$ cat config.mk
export PLATFORM = sky130hd
export DESIGN_NAME = mwo_queue
export DESIGN_NICKNAME = d
export VERILOG_FILES = /design/src/rtl/mwo_pkg.sv /design/src/rtl/mwo_queue.sv
export SDC_FILE = /design/constraint.sdc
export NUM_CORES = 1
export LEC_CHECK = 0
export BUFFER_PORTS_ARGS = -buffer_cell sky130_fd_sc_hd__buf_4
export CORE_UTILIZATION = 35
export CTS_CLUSTER_DIAMETER = 30
export DETAILED_ROUTE_END_ITERATION = 6
export PLACE_DENSITY = 0.55
export RECOVER_POWER = 100
export SYNTH_ARGS = -nofsm -noshare
export SYNTH_HDL_FRONTEND = slang
export SYNTH_SLANG_ARGS = --single-unit
$ cat constraint.sdc
create_clock -name clk_i -period 6.7 [get_ports clk_i]
set_input_delay 1.34 -clock clk_i [delete_from_list [all_inputs] [get_ports clk_i]]
set_output_delay 1.34 -clock clk_i [all_outputs]
set_load 0.02 [all_outputs]
$ cat src/rtl/mwo_pkg.sv
// Shared constants, codes and the command type of the multiframe wavetable oscillator.
// No dependencies; every other file of the block imports this package.
package mwo_pkg;

  // Table geometry
  localparam int unsigned TABLE_SIZE  = 2048;
  localparam int unsigned MAX_FRAMES  = 256;
  localparam int unsigned FRAC_W      = 16;
  localparam int unsigned IDX_W       = $clog2(TABLE_SIZE);
  localparam int unsigned FRAME_SLOTS = TABLE_SIZE + 1;
  localparam int unsigned STORE_DEPTH = MAX_FRAMES * FRAME_SLOTS;
  localparam int unsigned ADDR_W      = $clog2(STORE_DEPTH);
  localparam int unsigned FRAME_W     = (MAX_FRAMES > 1) ? $clog2(MAX_FRAMES) : 1;
  localparam int unsigned FCNT_W      = $clog2(MAX_FRAMES + 1);

  // Phase accumulator: integer table index above the fraction
  localparam int unsigned PHASE_W = IDX_W + FRAC_W;

  // Field and register widths
  localparam int unsigned SAMPLE_W  = 16;
  localparam int unsigned ACTION_W  = 2;
  localparam int unsigned INC_W     = 27;
  localparam int unsigned STATE_W   = 8;
  localparam int unsigned STATE_MAX = (1 << STATE_W) - 1;
  localparam int unsigned STATE_HALF = STATE_MAX / 2;
  localparam int unsigned PROD_W    = STATE_W + FRAME_W;

  // Interpolation datapath
  localparam int unsigned DIFF_W = SAMPLE_W + 1;
  localparam int unsigned MUL_W  = DIFF_W + FRAC_W + 1;

  // Queues
  localparam int unsigned QUEUE_DEPTH = 4;
  localparam int unsigned QPTR_W      = $clog2(QUEUE_DEPTH);
  localparam int unsigned QCNT_W      = $clog2(QUEUE_DEPTH + 1);
  localparam int unsigned OUT_DEPTH   = 4;
  localparam int unsigned OPTR_W      = $clog2(OUT_DEPTH);
  localparam int unsigned OCNT_W      = $clog2(OUT_DEPTH + 1);

  // Configuration port
  localparam int unsigned APB_DW    = 32;
  localparam int unsigned PADDR_W   = 3;
  localparam int unsigned REG_SHIFT = 2;

  typedef enum logic [ACTION_W-1:0] {
    ACT_LOAD    = 2'd0,
    ACT_RENDER  = 2'd1,
    ACT_RESTART = 2'd2
  } action_e;

  typedef enum logic [0:0] {
    REG_PHASE_INC   = 1'b0,
    REG_TABLE_STATE = 1'b1
  } reg_index_e;

  typedef enum logic {
    OP_WRITE  = 1'b0,
    OP_RENDER = 1'b1
  } op_kind_e;

  // One command from the front end to the table engine
  typedef struct packed {
    op_kind_e             kind;
    logic [ADDR_W-1:0]    addr;       // write address
    logic [SAMPLE_W-1:0]  data;       // write data
    logic                 guard;      // also write guard entry at addr+1
    logic [SAMPLE_W-1:0]  guard_data;
    logic [FRAME_W-1:0]   fcm1;       // complete frames minus one
    logic                 empty;      // no complete frame
    logic [IDX_W-1:0]     idx;
    logic [FRAC_W-1:0]    frac;
  } op_t;

endpackage

$ cat src/rtl/mwo_queue.sv
// Short command queue between the front end and the table engine.
// Uses op_t and depth constants from mwo_pkg.
module mwo_queue import mwo_pkg::*; (
  input  logic clk_i,
  input  logic rst_ni,
  input  logic push_valid_i,
  output logic push_ready_o,
  input  op_t  push_op_i,
  output logic pop_valid_o,
  input  logic pop_ready_i,
  output op_t  pop_op_o
);

  op_t               entry_q [QUEUE_DEPTH];
  logic [QPTR_W-1:0] wr_ptr_q, rd_ptr_q;
  logic [QCNT_W-1:0] count_q;
  logic              push, pop;

  assign push_ready_o = count_q != QCNT_W'(QUEUE_DEPTH);
  assign pop_valid_o  = count_q != '0;
  assign pop_op_o     = entry_q[rd_ptr_q];
  assign push         = push_valid_i && push_ready_o;
  assign pop          = pop_valid_o && pop_ready_i;

  // Hold command payloads
  always_ff @(posedge clk_i) begin
    if (push) begin
      entry_q[wr_ptr_q] <= push_op_i;
    end
  end

  // Advance pointers and fill level
  always_ff @(posedge clk_i or negedge rst_ni) begin
    if (!rst_ni) begin
      wr_ptr_q <= '0;
      rd_ptr_q <= '0;
      count_q  <= '0;
    end else begin
      if (push) begin
        wr_ptr_q <= (wr_ptr_q == QPTR_W'(QUEUE_DEPTH - 1)) ? '0 : wr_ptr_q + QPTR_W'(1);
      end
      if (pop) begin
        rd_ptr_q <= (rd_ptr_q == QPTR_W'(QUEUE_DEPTH - 1)) ? '0 : rd_ptr_q + QPTR_W'(1);
      end
      count_q <= count_q + QCNT_W'(push) - QCNT_W'(pop);
    end
  end

endmodule

### After elaboration in Yosys (flattened, before gate mapping)

Memory sizes are Yosys's and may differ from the RTL's.
Index checks and enable logic that the tools add are counted.

| word-level totals | value |
|---|---|
| register bits | 7 |
| RAM bits | 360 |
| input port bits | 94 |
| output and inout bits | 92 |
| logic and storage cells | 18 |
| memories kept | 1 |

Memory list:

| memory | words | width | rd ports | clocked after memory_dff | wr ports | RTL line | text |
|---|---|---|---|---|---|---|---|
| entry_q | 4 | 90 | 1 | 0 | 1 | mwo_queue.sv:14 | `op_t entry_q [QUEUE_DEPTH];` |

| operators by class | value |
|---|---|
| add/subtract/negate cells | 4 |
| equal/unequal tests | 3 |
| multiplexer cells | 4 |
| reductions and logical operators | 3 |

Operators with widths:

| cell | number |
|---|---|
| $add A2 B1 Y2 const B | 2 |
| $eq A2 B2 Y1 const B | 2 |
| $mux W2 | 2 |
| $add A3 B1 Y3 | 1 |
| $ne A3 B3 Y1 const B | 1 |
| $reduce_bool A3 Y1 | 1 |
| $sub A3 B1 Y3 | 1 |
| $logic_and A1 B1 Y1 | 2 |
| $mux W1 | 2 |

### Depth between registers and ports, before layout

| depth | value |
|---|---|
| word-level depth | 4 |
| mapped depth | 10 |

### Worst setup path before layout

Ideal clock, no wire load.

| timing | value |
|---|---|
| path kind | input to register |
| start point | in push_valid_i |
| end point | mem entry_q[0][0] (netlist name) (enable) |
| arrival | 2.512 ns |
| setup slack | 3.780 ns |
| stages | 1 |
| path buffers | 0 |
| path through | and3_2 |

| between the ends | value |
|---|---|
| longest elaborated chain between the ends | 3 |

RTL lines:

| what | RTL line | text |
|---|---|---|
| start: declaration | mwo_queue.sv:6 | `input logic push_valid_i,` |
| $logic_and A1 B1 Y1 | mwo_queue.sv:22 | `assign push = push_valid_i && push_ready_o;` |
| $mux W1 | mwo_queue.sv:27 | `if (push) begin` |
| $mux W1 (implied by the code) | mwo_queue.sv:28 | `entry_q[wr_ptr_q] <= push_op_i;` |
| end: declaration | mwo_queue.sv:14 |  |

Every way passes these cells.

==> flow_summary.yaml <==
final_layout:
  instances_no_fill: 1343
  area_growth_pct: 31.2
  num-nets-final: 866
  n_antenna_cell: 0
  final_common_cell: "edfxtp_1"
  layout_common_cells: "edfxtp_1 (360), clkbuf_1 (191), mux4_2 (90)"
  num-fill-cells: 3262
  final_util: 0.467
  drive_above_1_share: 0.296
critical_path:
  start_kind: "flop"
  cp_max_fo: 36
  cp_data_arrival_time_ns: 3.66
  criticalPathCategory: "reg2out"
  worstPathRequired_ns: 5.36
  end_kind: "output port"
synthesis:
  synth-seq-area-share: 0.820
  syn_area_per_cell_um2: 26.4
  syn_area_um2: 13400
  postSynthCellCount: 508
  postSynthNetCount: 610
  synth_cell_types: 19
  ys_seq_elements: 367
  yosys_warnings: 0
power:
  leakagePower_nw: 5.75
  ir_worst_vdd_mv: 0.279
  powerDensity_nw_per_um2: 544
  fin_total_pwr_mw: 9.56
cts:
  clk-insertion-delay-late_ns: 0.58
  clk_pin_slew_worst_paths_ns: 0.05
  cts-root-buf: "clkbuf_16"
  clock_sinks: 367
  cts_buffers: 82
  post_cts_buffers: 0
  ctsLongestPathBuffers: 3
  cts_hold_buffers: 0
  cts_tree: "done"
  cts_htree_levels: 3
  post_cts_resized: 0
sta:
  slew_violations: 399
  finalCritPeriodShare: 0.746
  tightestPinTransition_ns: 2.47
  hold_viol: 0
  max_slew_margin: -0.645
  setup_viol: 0
  min_period_ns: 5.00
  tns_ns: 0
  timing.final.ws_setup_ns: 1.70
  max_freq_ghz: 0.200
  fin_skew_ns: 0.00940
  grt_setup_unrepaired: "no"
drt:
  wl_per_cell_um: 20.6
  drc: 0
  final_antenna_net_count: 0
  viasPerCell: 4.71
  routed_wl_um: 27700
  first_pass_iters: 4
  drt_iter0_drc: 285
  vias: 6329
status:
  violations: "capacitance limit, slew limit"
  status: "finished, violations left"
place:
  dp.cells: 1191
  dp_hpwl_um: 15500
  port_buffers: 185
  pre_cts_ws_ns: 2.94
  finalWeightedCongestion: 0.688
global_route:
  antenna_found_initial: 3
  grt_use_total: 0.147
  grt_pass1_wl_um: 42100
  grt_start_max_net_pins: 58
  grt_pass1_vias: 7262
  grt.overflow.total: 0
floorplan:
  initial_utilization: 0.356
  die-area_um2: 39100
  die_w_um: 198
  num_rows: 71
  io_pins: 186
  core_um2: 37700
  die_y_um: 198
min_path:
  hold_class: "reg2reg"
flow_run:
  maxCapViolCount: 9
## final timing paths
check,from,endpoint,slack (ns),depth (start not counted)
setup reg to reg,count_q[2],entry_q[1][84],2.32,3
hold reg to reg,count_q[2],count_q[2],0.51,1
min in group asynchronous,rst_ni,count_q[0],0.68,1
max in group asynchronous,rst_ni,rd_ptr_q[1],5.67,1
setup / recovery,rd_ptr_q[0],pop_op_o[75],1.70,3
hold / removal,count_q[2],count_q[2],0.51,1
## through the flow
stage	hold WS (ns)	instance area, um^2
after floorplan	0.453	13400
after global placement	0.469	15400
after detailed placement	0.494	15400
after CTS	0.506	18300
after global routing	0.537	17600
final	0.507	17600
## area by class of cell
cell class	instances	area (um^2)	area share
Clock buffer	92	2130	0.121
Clock inverter	60	786	0.0447
Inverter	7	26.3	0.00149
Multi-Input combinational cell	114	2260	0.129
Sequential cell	367	11000	0.625
Tap cell	511	639	0.0364
Timing Repair Buffer	192	744	0.0423
## cells in the mapped netlist
library cell    n  area [um^2]
xnor2_1         2         17.5
ha_1            7         87.6
nand2_1         1         3.75
and3_2          4         30.0
nor2_1          2         7.51
buf_1           6         22.5
dfrtp_1         7          175
or3b_4          1         11.3
buf_2           5         25.0
or3_2           1         7.51
mux4_2         90         2030
mux2_4          2         30.0
buf_4           8         60.1
fa_1            1         20.0
clkbuf_1        1         3.75
edfxtp_1      360        10800
inv_1           7         26.3
and2_4          1         8.76
mux2_2          2         22.5
## per-layer routing
| layer | share of wire | up-vias | GRT usage | wire length [um] |
|---|---|---|---|---|
| li1 | - | 2747 | - | - |
| met1 | 0.42 | 3316 | 0.178 | 11600 |
| met2 | 0.49 | 199 | 0.236 | 13500 |
| met3 | 0.068 | 61 | 0.0495 | 1890 |
| met4 | 0.023 | 6 | 0.0672 | 642 |
| met5 | 0.0013 | - | 0 | 37 |
## cell families (layout without fill, tap and decap cells)
kind of cell,Yosys count,in the layout,synth area share
flops,367,367,0.820
mux,94,94,0.155
buf+inv,27,351,0.0103
simple gates,10,10,0.00514
fa+ha+maj,8,8,0.00803
xor+xnor,2,2,0.00131
## registers in the layout (all words and copies together), names as in the netlist
register / cells
wr_ptr_q: 2
rd_ptr_q: 2
entry_q: 360
count_q: 3
## worst max-delay path, stage by stage (launching register included)
cell and delay, ns:
dfrtp_1 1.44, buf_4 0.78, mux4_2 0.62, clkbuf_1 0.20
## power breakdown
group	switching (mW)	internal, mW
sequential	0.192	3.07
combinational	1.36	0.794
clock	1.29	2.85
total	2.85	6.72
Note: power is estimated with default switching activity, not from simulation.
