===== src/rtl/mwo_pkg.sv =====
// Shared constants, codes and the command type of the multiframe wavetable oscillator.
// No dependencies; every other file of the block imports this package.
package mwo_pkg;

  // Table geometry
  localparam int unsigned TABLE_SIZE  = 2048;
  localparam int unsigned MAX_FRAMES  = 256;
  localparam int unsigned FRAC_W      = 16;
  localparam int unsigned IDX_W       = $clog2(TABLE_SIZE);
  localparam int unsigned FRAME_SLOTS = TABLE_SIZE + 1;
  localparam int unsigned STORE_DEPTH = MAX_FRAMES * FRAME_SLOTS;
  localparam int unsigned ADDR_W      = $clog2(STORE_DEPTH);
  localparam int unsigned FRAME_W     = (MAX_FRAMES > 1) ? $clog2(MAX_FRAMES) : 1;
  localparam int unsigned FCNT_W      = $clog2(MAX_FRAMES + 1);

  // Phase accumulator: integer table index above the fraction
  localparam int unsigned PHASE_W = IDX_W + FRAC_W;

  // Field and register widths
  localparam int unsigned SAMPLE_W  = 16;
  localparam int unsigned ACTION_W  = 2;
  localparam int unsigned INC_W     = 27;
  localparam int unsigned STATE_W   = 8;
  localparam int unsigned STATE_MAX = (1 << STATE_W) - 1;
  localparam int unsigned STATE_HALF = STATE_MAX / 2;
  localparam int unsigned PROD_W    = STATE_W + FRAME_W;

  // Interpolation datapath
  localparam int unsigned DIFF_W = SAMPLE_W + 1;
  localparam int unsigned MUL_W  = DIFF_W + FRAC_W + 1;

  // Queues
  localparam int unsigned QUEUE_DEPTH = 4;
  localparam int unsigned QPTR_W      = $clog2(QUEUE_DEPTH);
  localparam int unsigned QCNT_W      = $clog2(QUEUE_DEPTH + 1);
  localparam int unsigned OUT_DEPTH   = 4;
  localparam int unsigned OPTR_W      = $clog2(OUT_DEPTH);
  localparam int unsigned OCNT_W      = $clog2(OUT_DEPTH + 1);

  // Configuration port
  localparam int unsigned APB_DW    = 32;
  localparam int unsigned PADDR_W   = 3;
  localparam int unsigned REG_SHIFT = 2;

  typedef enum logic [ACTION_W-1:0] {
    ACT_LOAD    = 2'd0,
    ACT_RENDER  = 2'd1,
    ACT_RESTART = 2'd2
  } action_e;

  typedef enum logic [0:0] {
    REG_PHASE_INC   = 1'b0,
    REG_TABLE_STATE = 1'b1
  } reg_index_e;

  typedef enum logic {
    OP_WRITE  = 1'b0,
    OP_RENDER = 1'b1
  } op_kind_e;

  // One command from the front end to the table engine
  typedef struct packed {
    op_kind_e             kind;
    logic [ADDR_W-1:0]    addr;       // write address
    logic [SAMPLE_W-1:0]  data;       // write data
    logic                 guard;      // also write guard entry at addr+1
    logic [SAMPLE_W-1:0]  guard_data;
    logic [FRAME_W-1:0]   fcm1;       // complete frames minus one
    logic                 empty;      // no complete frame
    logic [IDX_W-1:0]     idx;
    logic [FRAC_W-1:0]    frac;
  } op_t;

endpackage


===== src/rtl/mwo_if.sv =====
// Valid/ready channel interfaces for the input items and the output samples.
// Depends on mwo_pkg for the field widths.
interface mwo_in_if import mwo_pkg::*; ();
  logic                        valid;
  logic                        ready;
  logic [ACTION_W-1:0]         action;
  logic signed [SAMPLE_W-1:0]  sample_in;

  modport source (output valid, output action, output sample_in, input ready);
  modport sink   (input valid, input action, input sample_in, output ready);
endinterface



===== src/rtl/mwo_front.sv =====
// Front end: accepts input beats, tracks load position, frame count and phase,
// and turns load and render beats into writes or render commands. Uses mwo_pkg, mwo_if.
module mwo_front import mwo_pkg::*; (
  input  logic              clk_i,
  input  logic              rst_ni,
  mwo_in_if.sink            in_i,
  input  logic [INC_W-1:0]  phase_inc_i,
  output logic              push_valid_o,
  input  logic              push_ready_i,
  output op_t               push_op_o
);

  logic [PHASE_W-1:0]  phase_q, phase_d;
  logic [IDX_W-1:0]    load_pos_q, load_pos_d;
  logic [FCNT_W-1:0]   frames_q, frames_d;
  logic [SAMPLE_W-1:0] first_q, first_d;
  logic                accept;
  logic                room;
  logic                last_slot;

  assign in_i.ready = push_ready_i;
  assign accept     = in_i.valid && push_ready_i;
  assign room       = frames_q < FCNT_W'(MAX_FRAMES);
  assign last_slot  = load_pos_q == IDX_W'(TABLE_SIZE - 1);

  // Classify the beat and build its command
  always_comb begin
    push_valid_o         = 1'b0;
    push_op_o            = '0;
    push_op_o.kind       = OP_WRITE;
    push_op_o.addr       = ADDR_W'(frames_q) * ADDR_W'(FRAME_SLOTS) + ADDR_W'(load_pos_q);
    push_op_o.data       = in_i.sample_in;
    push_op_o.guard      = last_slot;
    push_op_o.guard_data = first_q;
    push_op_o.fcm1       = FRAME_W'(frames_q - FCNT_W'(1));
    push_op_o.empty      = frames_q == '0;
    push_op_o.idx        = phase_q[PHASE_W-1:FRAC_W];
    push_op_o.frac       = phase_q[FRAC_W-1:0];
    phase_d              = phase_q;
    load_pos_d           = load_pos_q;
    frames_d             = frames_q;
    first_d              = first_q;
    case (in_i.action)
      ACT_LOAD: begin
        if (room) begin
          push_valid_o = in_i.valid;
          if (load_pos_q == '0) begin
            first_d = in_i.sample_in;
          end
          if (last_slot) begin
            load_pos_d = '0;
            frames_d   = frames_q + FCNT_W'(1);
          end else begin
            load_pos_d = load_pos_q + IDX_W'(1);
          end
        end
      end
      ACT_RENDER: begin
        push_valid_o   = in_i.valid;
        push_op_o.kind = OP_RENDER;
        // Range is a power of two: wrap by truncation
        phase_d        = phase_q + PHASE_W'(phase_inc_i);
      end
      ACT_RESTART: begin
        load_pos_d = '0;
        frames_d   = '0;
      end
      default: begin
        // Unused code: drop the beat
      end
    endcase
  end

  // Advance state on accepted beats
  always_ff @(posedge clk_i or negedge rst_ni) begin
    if (!rst_ni) begin
      phase_q    <= '0;
      load_pos_q <= '0;
      frames_q   <= '0;
      first_q    <= '0;
    end else if (accept) begin
      phase_q    <= phase_d;
      load_pos_q <= load_pos_d;
      frames_q   <= frames_d;
      first_q    <= first_d;
    end
  end

endmodule


===== src/flat_wrapper.sv =====
// flat-port wrapper written by rule: the top's interface ports become plain ports
module mwo_front_flat import mwo_pkg::*;
  (clk_i, rst_ni, phase_inc_i, push_valid_o, push_ready_i, push_op_o, in_i_valid, in_i_action, in_i_sample_in, in_i_ready);
  mwo_in_if in_i_i ();
  input  logic clk_i;
  input  logic rst_ni;
  input  logic [INC_W-1:0] phase_inc_i;
  output logic push_valid_o;
  input  logic push_ready_i;
  output op_t push_op_o;
  input wire logic [$bits(in_i_i.valid)-1:0] in_i_valid;
  input wire logic [$bits(in_i_i.action)-1:0] in_i_action;
  input wire logic [$bits(in_i_i.sample_in)-1:0] in_i_sample_in;
  output wire logic [$bits(in_i_i.ready)-1:0] in_i_ready;
  assign in_i_i.valid = in_i_valid;
  assign in_i_i.action = in_i_action;
  assign in_i_i.sample_in = in_i_sample_in;
  assign in_i_ready = in_i_i.ready;
  mwo_front u_core (.clk_i(clk_i), .rst_ni(rst_ni), .in_i(in_i_i), .phase_inc_i(phase_inc_i), .push_valid_o(push_valid_o), .push_ready_i(push_ready_i), .push_op_o(push_op_o));
endmodule

===== config.mk =====
export PLATFORM = sky130hd
export DESIGN_NAME = mwo_front_flat
export DESIGN_NICKNAME = d
export VERILOG_FILES = /design/src/rtl/mwo_pkg.sv /design/src/rtl/mwo_if.sv /design/src/rtl/mwo_front.sv /design/src/flat_wrapper.sv
export SDC_FILE = /design/constraint.sdc
export NUM_CORES = 1
export LEC_CHECK = 0
export BUFFER_PORTS_ARGS = -buffer_cell sky130_fd_sc_hd__buf_4
export CELL_PAD_IN_SITES_DETAIL_PLACEMENT = 1
export CELL_PAD_IN_SITES_GLOBAL_PLACEMENT = 1
export CORE_ASPECT_RATIO = 0.9
export CORE_MARGIN = 5
export CORE_UTILIZATION = 37
export CTS_CLUSTER_SIZE = 24
export DETAILED_ROUTE_END_ITERATION = 7
export PLACE_DENSITY = 0.77
export SKIP_LAST_GASP = 1
export SLEW_MARGIN = 40
export SYNTH_ARGS = -nofsm -noshare
export SYNTH_HDL_FRONTEND = slang
export SYNTH_SLANG_ARGS = --single-unit

===== constraint.sdc =====
create_clock -name clk_i -period 6.8 [get_ports clk_i]
set_clock_uncertainty 0.1 [all_clocks]
set_input_delay 2.04 -clock clk_i [delete_from_list [all_inputs] [get_ports clk_i]]
set_output_delay 2.04 -clock clk_i [all_outputs]
set_load 0.02 [all_outputs]

# Word-level counts from Yosys, hierarchy flattened
# Cells that the tools add are included.
# totals
ff_bits	63
in_bits	49
output_inout_bits	92
word_cells	34
# classes
n_addsub	5
mul	1
order_cmp	1
n_eq_ne	5
mux	9
reduce_logical	9
# ops
operator	count
$add 27x27->27	1
$mux 11	2
$pmux 11 s2	1
$add 20x11->20	1
$mul 9x12->20 const B	1
$mux 9	2
$pmux 9 s2	1
$add 11x1->11 const B	1
$eq 11x11->1 const B	1
$logic_not 11->1	1
$add 9x1->9 const B	1
$logic_not 9->1	1
$lt 9x9->1 const B	1
$reduce_and 4->1	2
$sub 8x1->8 const B	1
$ne 2x1->1 const B	2
$reduce_and 3->1	1
$eq 2x1->1 const B	1
$eq 2x2->1 const B	1
$logic_not 2->1	1
$mux 1	2
$pmux 1 s2	1
$reduce_and 2->1	1
$reduce_bool 2->1	1
$logic_and 1x1->1	1

# Longest topological paths before layout
# Gate-level depths: netlist (run 1).
# logic_depth
ltp_word	4
depth_mapped	12

# Worst setup path after synthesis (run 1)
# Ideal clock, no wire load.
# synth_path
path_type	reg-to-output
start	register u_core.frames_q[1]
end	output push_op_o[86] (netlist name)
arrival_ns	2.607
required_ns	4.660
setup_slack_ns	2.053
stages_incl_launch_ff	13
cell_sequence	dfrtp_1 ha_1 ha_1 inv_1 fa_1 nor2b_1 o21a_1 o21ai_1 nand2b_1 a31o_1 a41o_1 nand4_1 xnor2_1
# synth_rtl
item	line_no	source
from (decl)	mwo_front.sv:15	logic [FCNT_W-1:0] frames_q, frames_d;
from (signal assigned)	mwo_front.sv:84	frames_q <= frames_d;
to (decl)	flat_wrapper.sv:10	output op_t push_op_o;

==> results of run 1 <==
-- where the power goes --
part / switching (mW) / total [mW] / internal, mW
logic: 0.888 / 1.55 / 0.658
clock network: 0.172 / 0.503 / 0.331
registers: 0.121 / 0.632 / 0.510
-- synth_stat cells, types with 2 or more instances --
library cell	n	area (µm²)
nand2b_1	5	31.3
a21oi_2	3	26.3
nor2b_1	5	31.3
nor2_1	32	120
xnor2_1	27	236
o21ai_1	6	30.0
nor4b_1	5	43.8
and3_1	5	31.3
a21oi_1	29	145
xor2_1	33	289
a211oi_2	2	25.0
mux2_2	17	191
o21ai_2	4	35.0
inv_1	19	71.3
nor3_1	6	30.0
clkbuf_1	11	41.3
fa_1	2	40.0
buf_4	19	143
a41oi_1	2	17.5
buf_2	8	40.0
nand4_1	12	75.1
dfrtp_1	63	1580
nor4_1	4	25.0
a31o_1	2	17.5
o21ai_0	34	170
nand3_1	15	75.1
a21o_1	16	120
a31oi_1	4	25.0
ha_1	49	613
o21a_1	5	37.5
nand2_1	60	225
nor3b_1	3	22.5
o21bai_1	5	37.5
-- cell type report --
| cell class | instances | area, µm² |
|---|---|---|
| sequential | 63 | 1580 |
| multi-input combinational | 420 | 3090 |
| tap | 168 | 210 |
| fill | 1546 | 6930 |
| clock inverter | 5 | 81.3 |
| timing repair buffer | 141 | 1060 |
| clock buffer | 11 | 243 |
| inverter | 19 | 71.3 |
-- layout by cell type, fill, tap and decap left out, drive strengths merged, types with 2 or more instances in the layout --
master  synthesis  layout
a211oi          3       3
a21o           16      16
a21oi          32      32
a31o            2       2
a31oi           6       6
a41oi           2       2
and3            7       7
buf            28     141
bufinv          0       2
clkbuf         12      11
clkinv          0       2
dfrtp          63      63
fa              2       2
ha             49      49
inv            19      19
mux2           17      17
nand2          61      61
nand2b          5       5
nand3          15      15
nand4          12      12
nor2           32      32
nor2b           6       6
nor3            8       8
nor3b           3       3
nor4            4       4
nor4b           5       5
o21a            5       5
o21ai          44      44
o21bai          5       5
o31ai           3       3
xnor2          27      27
xor2           33      33
-- through the flow --
step | power, mW | worst slack [ns]
floorplan | 1.64 | 2.05
global placement | 2.12 | 1.95
finish | 2.68 | 1.43
detailed placement | 2.18 | 1.75
global route | 2.87 | 1.16
CTS | 2.71 | 1.37
-- registers in the layout, summed over array words and instances (netlist names) --
name and cells:
u_core.phase_q 27, u_core.first_q 16, u_core.load_pos_q 11, u_core.frames_q 9
-- routing by layer --
metal	wire [µm]	track usage, %
met4	314	6.23
met2	7490	32.8
met1	6060	21.8
met5	0	0
met3	677	4.48
-- logic make-up after synthesis --
logic type | after synthesis | share of synthesized area [%]
simple gates | 163 | 16.4
compound gates | 128 | 17.7
flops | 63 | 31.8
xor+xnor | 60 | 10.6
buf+inv | 59 | 6.28
fa+ha+maj | 51 | 13.2
mux | 18 | 4.06
-- worst min-delay path by stage --
stage	startpoint	end	cells after the start	slack [ns]
final	u_core.first_q[4]	u_core.first_q[4]	1	0.41
after global routing	u_core.first_q[4]	u_core.first_q[4]	1	0.43
after CTS	u_core.first_q[0]	u_core.first_q[0]	1	0.41
after detailed placement	u_core.first_q[0]	u_core.first_q[0]	1	0.40
after global placement	u_core.first_q[0]	u_core.first_q[0]	1	0.39
after floorplan	u_core.load_pos_q[6]	u_core.load_pos_q[6]	2	0.44
==> results.md, run 1 <==
* Outcome: finished clean
* Worst-path clk slew at 0.05 ns
* Share of the yosys chip area belonging to registers at 31.8%
* Startpoint Class: flip-flop
* Total GRT Usage at 18.5%
* Fin cells at 827
* Tightest Pin Transition at 0.654 ns
* Post-cts resize count at 0
* Leakage power figure at 3.17 nW
* DP Cell Count at 810
* Avg Cell Area, Syn at 9.16 µm²
* Critical R2R Capture: u_core.phase_q[14]
* Post-CTS setup repair buffer count at 0
* TritonCTS clock tree: yes
* R2r startpoint: u_core.phase_q[0]
* Crit path to: push_op_o[86]
* Setup TNS at 0 ns
* Slowest stage delay, CP at 0.48 ns
* Vias per std cell at 5.27
* Vias in the first global route at 4791
* Post-route ant nets at 0
* DR DRC count at 0
* TritonRoute pass-1 iters at 4
* Worst path cell trace: ha_1 -> ha_1 -> inv_1 -> fa_1 -> nor2b_1 -> o21a_1 -> o21ai_1 -> nand2b_1 -> a31o_1 -> a41o_1 -> nand4_1 -> xnor2_1 -> buf_4
* GPL Wtd Cong at 0.904
* Async SR Flop Fraction at 100%
* Initial antenna violation count at 0
* EDFF count, synth at 0
* Final Core Density at 47.7%
* R2R Setup Slk at 4.18 ns
* Htree depth at 3
* Core area at 13300 µm²
* Slowest cell on crit path: dfrtp_1
* CP Capture Type: output port
* Largest net degree at the start of global routing at 64
* Worst-path fanout max at 8
* Initial Util at 37.4%
* Synth Instances at 542
* Grt total ovfl at 0
* Port Buffer Count at 140
* Cell area after layout at 6330 µm²
* First-pass GRT wire length at 24200 µm
* WP depth at 13
* CP bufs+invs at 2
* CTS sink cnt at 63
* Distinct cells, synth at 63
* Placed cell area at 6000 µm²
* CTS Buf Count at 9
* Synth Flop Type: dfrtp_1
* Final period utilization at 79.0%
* Die area at 15800 µm²
* Relative slew margins at 55.8%
* Mapped Area at 4960 µm²
* RSZ-0062 raised after global routing: no
* Pwr per Cell Area at 423 nW/µm²
* Syn nets at 642
* # hold bufs at CTS at 0
* Family with the most delay on the worst path: adder cells
* Diode count at 0
* Root Driver: clkbuf_16
* Later-pin clock latency in the skew report at 0.33 ns
* Minimum clock period at 5.37 ns
* IO Count at 141
* Hold Crit Class: flip-flop to flip-flop
* VDD IR max at 0.217 mV
* Share of cells above drive strength 1 at 29.7%
* Number of core rows at 40
* Die height at 120 µm
* Max Root-Sink Buffers at 2
* Max-cap violations at 0
* Drt wl/cell at 17.6 µm
* WL final at 14500 µm
* Worst R2R Path Depth at 11
* NumNets Final at 754
* Yosys warns at 0
* Detailed placement HPWL at 11300 µm
* # setup viols final at 0
* Hold slack final at 0.407 ns
* Starting DRT DRC Count at 174
* Die X at 132 µm
* WP data arrival at 3.23 ns
* Fmax at 186 MHz
* Area Overhead vs Synth at 27.6%
* Critical Path Source: u_core.frames_q[1]
* CP Class: flip-flop to output port
* DR vias at 4357
* Crit path required time at 4.66 ns
* Final Hold Fails at 0
* Crit path top cell by count: ha_1
* Final max-slew violation count at 0
* Seq cells post-synth at 63
No activity file was read; power rests on OpenSTA's default activity.
==> inputs of run 2 (changes only) <==
- clock period: 6.8 -> 5.55 ns (I/O delays scaled with it)
==> run 2 against run 1 <==
  * Worst setup slack worse by 0.79 ns
  * Hold slack barely moved
  * Combinational power grew 21%
  * Largest power group unchanged
  * Sequential cell count is the same
  * Register-to-register slack lost 1.2 ns
  * Count of clock-buffer cells in the layout down 2
  * Die area unchanged
  * Routed wire length decreased by 2.8%
==> results.md, run 2 (same netlist as run 1, synthesis figures left out) <==
* Outcome: finished clean
* CTS sink cnt at 63
* Fillers at 1537
* Diode count at 0
* VDD IR max at 0.387 mV
* RSZ-0062 raised after global routing: no
* Die area at 15800 µm²
* Starting DRT DRC Count at 146
* Metal-1 WL at 6170 µm
* DR DRC count at 0
* Minimum clock period at 4.91 ns
* Most frequent cells in the layout: 140 x buf_4, 63 x dfrtp_1, 60 x nand2_1, 49 x ha_1, 34 x o21ai_0
* GPL Wtd Cong at 0.873
* Vias in the first global route at 4806
* Later-pin clock latency in the skew report at 0.33 ns
* TritonRoute pass-1 iters at 4
* Worst-path clk slew at 0.06 ns
* R2R Setup Slk at 2.95 ns
* Number of core rows at 40
* Post-CTS setup repair buffer count at 0
* Met3 WL at 596 µm
* Total GRT Usage at 18.0%
* Largest net degree at the start of global routing at 64
* R2r startpoint: u_core.phase_q[0]
* Detailed placement HPWL at 11100 µm
* Tot Pwr at 3.30 mW
* Leakage power figure at 3.18 nW
* Hold Crit Class: flip-flop to flip-flop
* Largest regs: u_core.phase_q x27, u_core.first_q x16, u_core.load_pos_q x11
* TritonCTS clock tree: yes
* CP Class: flip-flop to output port
* IO Count at 141
* Biggest register: u_core.phase_q
* Share of cells above drive strength 1 at 30.0%
* Max-cap violations at 0
* Pre-CTS WS at 0.985 ns
* Vias per std cell at 5.26
* Drt wl/cell at 17.1 µm
* Critical Path Source: u_core.frames_q[2]
* Met2 WL at 7220 µm
* Root Driver: clkbuf_16
* WP depth at 11
* Commonest non-fill, non-tap cell in the layout: buf_4
* Grt total ovfl at 0
* Setup TNS at 0 ns
* Core area at 13300 µm²
* Worst path cell trace: ha_1 -> ha_1 -> a21o_1 -> a21oi_1 -> o21bai_1 -> nand3_1 -> a31oi_1 -> and3_1 -> nand3_1 -> xnor2_1 -> buf_4
* Area Overhead vs Synth at 28.1%
* # hold bufs at CTS at 0
* Final Hold Fails at 0
* Post-cts resize count at 0
* Fmax at 204 MHz
* Final WS setup at 0.637 ns
* Crit path to: push_op_o[85]
* Startpoint Class: flip-flop
* Die height at 120 µm
* Die X at 132 µm
* Worst-path fanout max at 10
* Tightest Pin Transition at 0.730 ns
* Largest register FFs at 27
* Post-route ant nets at 0
* Htree depth at 3
* Crit path required time at 3.79 ns
* First-pass GRT wire length at 23800 µm
* Family with the most delay on the worst path: compound AO/OA/AOI/OAI gates
* Slowest cell on crit path: dfrtp_1
* Hold-critical path depth at 1
* CP Capture Type: output port
* Initial antenna violation count at 0
* Slowest stage delay, CP at 0.51 ns
* Max Root-Sink Buffers at 2
* CP bufs+invs at 1
* Fin cells at 828
* CTS Buf Count at 9
* DP Cell Count at 811
* WL final at 14100 µm
* Final max-slew violation count at 0
* Port Buffer Count at 140
* Initial Util at 37.4%
* Worst R2R Path Depth at 11
* NumNets Final at 755
* # setup viols final at 0
* Worst hold start: u_core.first_q[12]
* DR vias at 4352
* Highest Signal Layer: met4
* Relative slew margins at 51.2%
* Pwr per Cell Area at 520 nW/µm²
* Critical R2R Capture: u_core.phase_q[14]
* WP data arrival at 3.15 ns
* Final period utilization at 88.5%
==> run 2: changes by cell type in the layout (fill, tap and decap cells not counted) <==
cell / before / now
inv_6: 0 / 1
nand3_4: 1 / 0
clkbuf_8: 1 / 0
bufinv_16: 2 / 3
buf_6: 1 / 2
clkbuf_1: 1 / 0
nand3_2: 0 / 1
==> run 2: worst min path at each step <==
stage / end / slack, ns
after floorplan: u_core.load_pos_q[6] / 0.44
after global placement: u_core.first_q[0] / 0.39
after detailed placement: u_core.first_q[6] / 0.40
after CTS: u_core.first_q[6] / 0.41
after global routing: u_core.first_q[11] / 0.42
final: u_core.first_q[12] / 0.41
==> run 2: final cells by class <==
cell class / count / area (µm²) / area share, %
Clock buffer: 9 / 225 / 3.54
Sequential cell: 63 / 1580 / 24.8
Timing Repair Buffer: 142 / 1070 / 16.9
Clock inverter: 7 / 120 / 1.89
Multi-Input combinational cell: 420 / 3080 / 48.4
Inverter: 19 / 71.3 / 1.12
Tap cell: 168 / 210 / 3.31
==> run 2: per-layer routing <==
metal / vias up / track usage [%]
li1: 2121 / -
met1: 2129 / 22.1
met2: 92 / 31.9
met3: 10 / 4.11
met4: 0 / 4.43
met5: - / 0
==> run 2: stage by stage <==
stage	cell area [µm²]	hold WS [ns]	util [%]
detailed placement	6000	0.398	45.2
global route	6360	0.425	47.9
finish	6360	0.407	47.9
floorplan	4960	0.443	-
CTS	6340	0.411	47.8
global placement	6000	0.389	45.2
==> run 2: power by group <==
group	internal, mW	switching, mW	leakage, nW	total (mW)
sequential	0.625	0.148	0.804	0.773
clock	0.440	0.218	0.166	0.658
combinational	0.806	1.07	2.21	1.87
total	1.87	1.43	3.18	3.30
==> inputs of run 3 (changes only) <==
- ABC_AREA: default -> 1
- PLACE_DENSITY: 0.77 -> 0.8
==> run 3 against run 2 <==
  * Worst setup slack better by 0.33 ns
  * Clock power decreased by 16%
  * Via count up 34%
  * Synthesized cell count up 64%
  * Critical path type unchanged
  * Cell count increased by 47%
  * First-iteration DRC count grew 62%
  * Count of clock-buffer cells in the layout up 1
  * Non-clock buffer count fell by 1
==> results.md, run 3 <==
* Outcome: finished clean
* DR DRC count at 0
* GPL Wtd Cong at 0.882
* Initial Util at 37.4%
* R2R Setup Slk at 3.26 ns
* Drt wl/cell at 14.6 µm
* Final Core Density at 46.5%
* Die area at 18100 µm²
* Starting DRT DRC Count at 236
* Synth Instances at 889
* Share of cells above drive strength 1 at 17.7%
* VDD IR max at 0.256 mV
* Hold slack final at 0.383 ns
* Largest register FFs at 27
* WP data arrival at 2.82 ns
* TritonCTS clock tree: yes
* Die height at 128 µm
* TritonRoute pass-1 iters at 4
* Detailed placement HPWL at 14500 µm
* Placed cell area at 6840 µm²
* Worst-path clk slew at 0.06 ns
* Total GRT Usage at 20.3%
* Top cell type's share of synthesized area at 27.5%
* Area Overhead vs Synth at 24.2%
* Mapped Area at 5730 µm²
* Biggest register: u_core.phase_q
* Hold Crit Class: flip-flop to flip-flop
* Vias in the first global route at 6009
* Ranking of synthesized cells by area: dfrtp_1 27%, nand2_1 20%, ha_1 11%
* Worst-path fanout max at 8
* CTS Buf Count at 9
* Initial antenna violation count at 0
* Vias per std cell at 4.79
* Most frequent cells in the layout: 307 x nand2_1, 147 x inv_1, 140 x buf_4, 67 x nor2_1, 63 x dfrtp_1
* Leakage power figure at 4.12 nW
* Number of core rows at 43
* Avg Cell Area, Syn at 6.45 µm²
* Yosys warns at 0
* Crit path required time at 3.79 ns
* Compound-Gate Fraction of Synth Area at 8.10%
* CP Class: flip-flop to output port
* Most used standard cell by instance count after synthesis: nand2_1
* Final period utilization at 82.6%
* Synth Flop Type: dfrtp_1
* Async SR Flop Fraction at 100%
* Post-route ant nets at 0
* Diode count at 0
* Startpoint Class: flip-flop
* CTS sink cnt at 63
* Cell area after layout at 7120 µm²
* # hold bufs at CTS at 0
* Syn nets at 989
* Grt total ovfl at 0
* First-pass GRT wire length at 29800 µm
* Post-CTS setup repair buffer count at 0
* Post-synth top area cell: dfrtp_1
* Later-pin clock latency in the skew report at 0.34 ns
* Largest regs: u_core.phase_q x27, u_core.first_q x16, u_core.load_pos_q x11
* Fmax at 218 MHz
* Largest family of logic cells by synthesized area: simple AND/OR/NAND/NOR gates
* RSZ-0062 raised after global routing: no
* Max Root-Sink Buffers at 2
* WL final at 17800 µm
* DP Cell Count at 1202
* Setup TNS at 0 ns
* Final Hold Fails at 0
* CP Capture Type: output port
* Relative slew margins at 56.0%
* Minimum clock period at 4.58 ns
* Commonest non-fill, non-tap cell in the layout: nand2_1
* Pwr per Cell Area at 491 nW/µm²
* DR vias at 5830
* Post-cts resize count at 0
* # setup viols final at 0
* Tightest Pin Transition at 0.657 ns
* Mux contribution to synthesized area at 0%
* Htree depth at 3
* Fin cells at 1218
* IO Count at 141
* Synth top cells by count: 307 x nand2_1, 147 x inv_1, 67 x nor2_1
* Share of the yosys chip area belonging to registers at 27.5%
* Port Buffer Count at 140
* Post-synthesis xor/xnor area fraction at 4.58%
* Simple-gate share of the synthesized area at 34.6%
* Largest net degree at the start of global routing at 64
* Final max-slew violation count at 0
* Die X at 141 µm
* EDFF count, synth at 0
* NumNets Final at 1111
* Seq cells post-synth at 63
* Distinct cells, synth at 36
* Max-cap violations at 0
* Adder-cell share of the synthesized area at 11.4%
* Core area at 15300 µm²
* Root Driver: clkbuf_16
==> run 3: changes by cell type after synthesis, moves of 17 or more <==
cell and delta:
inv_1 +128, mux2_2 -17, nand2_1 +247, nand3_1 +48, nor2_1 +35
==> run 3: path summary, 6_finish.rpt <==
kind                                         start                 end  cells past startpoint
worst max-delay path            u_core.frames_q[1]       push_op_o[80]                     14
worst min-delay path             u_core.first_q[2]   u_core.first_q[2]                      2
worst max register to register   u_core.phase_q[0]  u_core.phase_q[16]                     13
worst min register to register   u_core.first_q[2]   u_core.first_q[2]                      2
max in group asynchronous                   rst_ni   u_core.first_q[1]                      1
min in group asynchronous                   rst_ni  u_core.phase_q[15]                      1
==> run 3: logic make-up (layout without fill, tap and decap cells) <==
| group | count (synthesis) | after routing |
|---|---|---|
| XOR/XNOR | 30 | 30 |
| adder cells (fa/ha/maj) | 51 | 51 |
| AO/OA/AOI/OAI | 85 | 85 |
| flip-flops | 63 | 63 |
| AND/OR/NAND/NOR | 476 | 476 |
| buffers and inverters | 184 | 311 |
==> run 3: per-layer routing <==
layer,up-vias,part of all wire [%],GRT usage [%]
met5,-,0,0
met4,0,1.9,5.93
met3,21,3.6,3.47
li1,2996,-,-
met2,95,48,35.4
met1,2718,46,25.8
==> run 3: stage by stage <==
step | setup slack (ns) | total power [mW]
2_1_floorplan | 1.55 | 2.20
3_3_place_gp | 1.38 | 2.92
3_5_place_dp | 1.33 | 2.97
4_1_cts | 0.943 | 3.55
5_1_grt | 0.771 | 3.84
6_report | 0.967 | 3.50
==> run 3: layout make-up <==
class	count	area, µm²
Clock inverter	6	45.0
Fill cell	2083	8210
Sequential cell	63	1580
Inverter	154	578
Multi-Input combinational cell	642	3370
Clock buffer	10	239
Tap cell	202	253
Timing Repair Buffer	141	1060
==> run 3: worst max-delay path, stage by stage, from the launching register on <==
cell     delay, ns
dfrtp_1       0.47
ha_1          0.33
ha_1          0.16
inv_1         0.07
fa_1          0.42
inv_1         0.10
nand3_1       0.07
nand2_1       0.10
a21oi_1       0.13
o21ai_2       0.22
nand2_1       0.09
nand2_1       0.06
nand2_1       0.05
nand2_1       0.06
buf_4         0.13
==> run 3: power by group <==
group	internal, mW	switching (mW)	total (mW)
Combinational	0.833	1.32	2.16
Clock	0.316	0.237	0.553
Sequential	0.619	0.174	0.793
Total	1.77	1.73	3.50
